--- src/rtl/flpa_pkg.sv ---
// ----------------------------------------------------------------------------
// flpa_pkg
// Shared types and constants for the free-list page allocator: request and
// response payloads, request modes, status codes and parameter defaults.
// ----------------------------------------------------------------------------
`default_nettype none

package flpa_pkg;

  // Parameter defaults
  localparam int FREE_DEPTH_DEF = 1024;
  localparam int PAGE_BITS_DEF  = 32;

  // Fixed payload field widths
  localparam int PAGE_NUM_W = 32;
  localparam int MODE_W     = 2;
  localparam int STATUS_W   = 3;

  // Page count after reset: header page and list page
  localparam int RESET_PAGE_COUNT = 2;

  typedef enum logic [MODE_W-1:0] {
    MODE_ALLOC = 2'd0,
    MODE_FREE  = 2'd1,
    MODE_WRITE = 2'd2,
    MODE_READ  = 2'd3
  } mode_t;

  typedef enum logic [STATUS_W-1:0] {
    ST_OK        = 3'd0,
    ST_HEADER    = 3'd1,
    ST_RANGE     = 3'd2,
    ST_FULL      = 3'd3,
    ST_EXHAUSTED = 3'd4
  } status_t;

  // Input transaction
  typedef struct packed {
    logic [MODE_W-1:0]     mode;
    logic [PAGE_NUM_W-1:0] page_number;
  } in_req_t;

  // Result transaction
  typedef struct packed {
    logic [PAGE_NUM_W-1:0] granted_page;
    logic [STATUS_W-1:0]   status;
  } out_resp_t;

  // Decision from the control unit for one request
  typedef struct packed {
    logic                  from_stack;  // granted page comes from the stack read
    logic [PAGE_NUM_W-1:0] granted;
    status_t               status;
  } flpa_resp_t;

endpackage : flpa_pkg

`default_nettype wire

--- src/rtl/flpa_ctrl.sv ---
// ----------------------------------------------------------------------------
// flpa_ctrl
// Allocator control: holds the page count and the stack fill level, decides
// each request and issues the stack push or pop in the cycle it is accepted.
// ----------------------------------------------------------------------------
`default_nettype none

module flpa_ctrl #(
  parameter int FREE_DEPTH = flpa_pkg::FREE_DEPTH_DEF,
  parameter int PAGE_BITS  = flpa_pkg::PAGE_BITS_DEF,
  parameter int AW         = $clog2(FREE_DEPTH),
  parameter int FW         = $clog2(FREE_DEPTH + 1)
) (
  input  wire logic                          clk,
  input  wire logic                          rst_n,
  input  wire logic                          fire,
  input  wire flpa_pkg::in_req_t             req,
  output logic                               mem_wr_en,
  output logic [AW-1:0]                      mem_wr_addr,
  output logic [flpa_pkg::PAGE_NUM_W-1:0]    mem_wr_data,
  output logic                               mem_rd_en,
  output logic [AW-1:0]                      mem_rd_addr,
  output flpa_pkg::flpa_resp_t               resp
);

  import flpa_pkg::*;

  // Compare width covers both the page field and the page count
  localparam int CW = (PAGE_BITS > PAGE_NUM_W) ? PAGE_BITS : PAGE_NUM_W;
  localparam logic [CW-1:0] PMASK = CW'({PAGE_BITS{1'b1}});
  localparam logic [FW-1:0] FULL_FILL = FW'(FREE_DEPTH);

  logic [PAGE_BITS-1:0] page_count_r, page_count_nxt;
  logic [FW-1:0]        stack_fill_r, stack_fill_nxt;

  logic [CW-1:0] page_x;
  logic [CW-1:0] count_x;
  logic [FW-1:0] fill_dec;
  logic          push, pop;

  assign page_x   = CW'(req.page_number);
  assign count_x  = CW'(page_count_r);
  assign fill_dec = stack_fill_r - FW'(1);

  // Request decision
  always_comb begin
    page_count_nxt  = page_count_r;
    stack_fill_nxt  = stack_fill_r;
    push            = 1'b0;
    pop             = 1'b0;
    resp.from_stack = 1'b0;
    resp.granted    = req.page_number;
    resp.status     = ST_OK;

    unique case (mode_t'(req.mode))
      MODE_ALLOC: begin
        if (stack_fill_r != '0) begin
          pop             = 1'b1;
          stack_fill_nxt  = fill_dec;
          resp.from_stack = 1'b1;
        end else if (count_x == PMASK) begin
          resp.granted = '0;
          resp.status  = ST_EXHAUSTED;
        end else begin
          resp.granted   = PAGE_NUM_W'(count_x);
          page_count_nxt = page_count_r + PAGE_BITS'(1);
        end
      end
      MODE_FREE: begin
        if (req.page_number == '0) begin
          resp.status = ST_HEADER;
        end else if (page_x >= count_x) begin
          resp.status = ST_RANGE;
        end else if (stack_fill_r == FULL_FILL) begin
          resp.status = ST_FULL;
        end else begin
          push           = 1'b1;
          stack_fill_nxt = stack_fill_r + FW'(1);
        end
      end
      MODE_WRITE: begin
        if (page_x >= PMASK) begin
          resp.status = ST_RANGE;
        end else if (page_x >= count_x) begin
          page_count_nxt = PAGE_BITS'(page_x + CW'(1));
        end
      end
      MODE_READ: begin
        if (page_x >= count_x) begin
          resp.status = ST_RANGE;
        end
      end
      default: begin
        resp.status = ST_OK;
      end
    endcase
  end

  // Stack port commands
  assign mem_wr_en   = fire & push;
  assign mem_wr_addr = stack_fill_r[AW-1:0];
  assign mem_wr_data = req.page_number;
  assign mem_rd_en   = fire & pop;
  assign mem_rd_addr = fill_dec[AW-1:0];

  // Count and fill registers
  always_ff @(posedge clk) begin
    if (!rst_n) begin
      page_count_r <= PAGE_BITS'(RESET_PAGE_COUNT);
      stack_fill_r <= '0;
    end else if (fire) begin
      page_count_r <= page_count_nxt;
      stack_fill_r <= stack_fill_nxt;
    end
  end

endmodule : flpa_ctrl

`default_nettype wire

--- config.mk ---
export PLATFORM = sky130hd
export DESIGN_NAME = flpa_ctrl
export DESIGN_NICKNAME = d
export VERILOG_FILES = /design/src/rtl/flpa_pkg.sv /design/src/rtl/flpa_ctrl.sv
export SDC_FILE = /design/constraint.sdc
export NUM_CORES = 1
export LEC_CHECK = 0
export ABC_AREA = 1
export BUFFER_PORTS_ARGS = -buffer_cell sky130_fd_sc_hd__buf_4
export CORE_MARGIN = 10
export CORE_UTILIZATION = 50
export CTS_CLUSTER_DIAMETER = 50
export DETAILED_ROUTE_END_ITERATION = 10
export GPL_ROUTABILITY_DRIVEN = 1
export PLACE_DENSITY = 0.74
export SLEW_MARGIN = 0
export SYNTH_ARGS = -nofsm -noshare
export SYNTH_HDL_FRONTEND = slang
export SYNTH_SLANG_ARGS = --single-unit
--- constraint.sdc ---
create_clock -name clk -period 4.5 [get_ports clk]
set_input_delay 1.35 -clock clk [delete_from_list [all_inputs] [get_ports clk]]
set_output_delay 1.35 -clock clk [all_outputs]
set_load 0.02 [all_outputs]
==> flow_metrics.tcl <==
set metrics [dict create \
    cts_root_buf "clkbuf_16" \
    design_area_mm2 0.00660 \
    vias_per_cell 5.04 \
    netlist_area_mm2 0.00576 \
    clk_pin_slew_ns 0.06 \
    core_region_area_mm2 0.0114 \
    ys_ff_latch 43 \
    synth_warnings 0 \
    worst_pin_slew_ns 0.642 \
    setup_ws_ns 0.0814 \
    routabilityCongestion 0.929 \
    drt-pass1-iter-count 5 \
    cp-start-kind "primary input" \
    report.final.slew_viol_count 0 \
    critical_path_class "primary input to primary output" \
    die_w_um 127 \
    hp-class "flip-flop to flip-flop" \
    clk_path_buf_depth 2 \
    final_common_cell "nand2_1" \
    htreeDepth 2 \
    antenna_found_initial 0 \
    grt_max_degree 61 \
    io_pins 127 \
    synthCells 985 \
    initial_core_util 0.507 \
    rsz0062_at_grt "yes" \
    required_ns 3.15 \
    tritoncts "done" \
    cp_max_fo 5 \
    cts_num_sinks 43 \
    wl_per_cell_um 13.6 \
    cts_setup_buffers 0 \
    vias 6045 \
    grt_pass1_vias 5623 \
    timing.fmax_ghz 0.226 \
    status "finished, final reports clean" \
    clk_latency_ns 0.29 \
    stdcell_count 1199 \
    synth_edf_count 0 \
    cp_slowest_cell "ha_1" \
    synth_nets 1057 \
    fin_nets 1127 \
    cap_violations 0 \
    async_flop_share 0 \
    cp_common_cell "nand2_1" \
    finClkSkew_ns 0.00709 \
    fin_crit_ns 4.42 \
    ir_drop_uv 143 \
    dr.first_iter.drc_count 382 \
    max_stage_delay_ns 0.30 \
    placed_cells 1191 \
    cts_resized 0 \
    cts-buffers-inserted 5 \
    yosysSeqAreaShare 0.149 \
    dp_slack_ns 0.101 \
    setup-violations-final 0 \
    min_period_over_period 0.982 \
    placed_cell_area_mm2 0.00644 \
    arrival_ns 3.07 \
    die_height_um 127 \
    critPathCaptureType "primary output" \
    crit_chain "buf_4, ha_1, nand2_1, inv_1, nand2_1, nand2_1, nor2_1, nand2_1, nand2_1, nand2_1, nand2_2, nand2_1, nor2_2, nand2_1, nor3_2, buf_4" \
    powerDensity_mw_per_mm2 242 \
    drive_above_1_share 0.207 \
    drc_errors 0 \
    final_cell_mix "nand2_1, nor2_1, buf_4" \
    slew_headroom 0.572 \
    yosysUniqueCellTypes 39 \
    finalPower_uw 1590 \
    syn-mean-instance-area_um2 5.85 \
    numPortBuffers 126 \
    synth_ff_type "dfxtp_1" \
    syn2layout_area_growth_pct 14.4 \
    rows 39 \
    hold_buffers 0 \
    fillers 1214 \
    antenna_cells 0 \
    hold_violations 0 \
    leakagePower_uw 0.00316 \
    die_area_mm2 0.0162 \
    overflow 0 \
    final_antenna_net_count 0 \
    grt_pass1_wl_um 27100 \
    grt_usage 0.194 \
    routed_wl_um 16300 \
    dpl.hpwl_um 13100 \
    fin_tns_setup_ns 0 \
]
-- report_power, final --
group | switching, uW | leakage [uW] | internal [uW]
clock network | 159 | 0.0000733 | 203
registers | 41.8 | 0.000353 | 415
logic | 484 | 0.00273 | 291
-- critical path, delay by kind of cell --
family,cells,cell delay [ns]
and+or+nand+nor,12,1.06
buffers and inverters,3,0.36
adders and majority gates,1,0.30
-- cell usage after synthesis, types with 19 or more instances --
library cell  instances  area, um^2
nand2_1             241         905
o21ai_0              61         305
nor2_1              158         593
nand3_1              66         330
a21oi_1              27         135
buf_4                45         338
ha_1                 35         438
inv_1               121         454
xor2_1               25         219
nor3_1               19        95.1
dfxtp_1              43         861
-- metal layers --
metal | vias to the layer above | share of wire | global-route usage
met2 | 159 | 0.43 | 0.296
li1 | 3215 | - | -
met5 | - | 0 | 0
met4 | 0 | 0.014 | 0.0429
met3 | 15 | 0.058 | 0.0343
met1 | 2656 | 0.50 | 0.276
-- flip-flops by register name, indices dropped and copies added, names as in the netlist --
name	count
stack_fill_r	11
count_x	32
-- worst paths after layout --
check,from,slack (ns),cells past startpoint,endpoint
max,req[7],0.08,16,mem_wr_en
min,count_x[15]$_SDFFE_PN0P_,0.51,2,count_x[15]$_SDFFE_PN0P_
max reg2reg,count_x[3]$_SDFFE_PN0P_,1.98,14,count_x[20]$_SDFFE_PN0P_
min reg2reg,count_x[15]$_SDFFE_PN0P_,0.51,2,count_x[15]$_SDFFE_PN0P_
-- layout make-up --
cell class	instances	area [um^2]	share of cell area
clock buffer	5	125	0.0190
clock inverter	3	15.0	0.00228
inverter	132	495	0.0751
multi-input combinational	738	3890	0.590
sequential	43	861	0.131
tap	143	179	0.0271
timing repair buffer	135	1030	0.156
-- cell families after synthesis --
family	after synthesis	synth area share
fa+ha+maj	35	0.0760
xor+xnor	28	0.0426
buf+inv	204	0.177
compound gates	134	0.142
simple gates	541	0.413
flops	43	0.149
-- stage by stage --
stage	util	hold WS [ns]
2_1_floorplan	-	0.474
3_3_place_gp	0.567	0.498
3_5_place_dp	0.567	0.502
4_1_cts	0.579	0.511
5_1_grt	0.580	0.545
6_report	0.580	0.512
No activity file was read; power rests on OpenSTA's default activity.
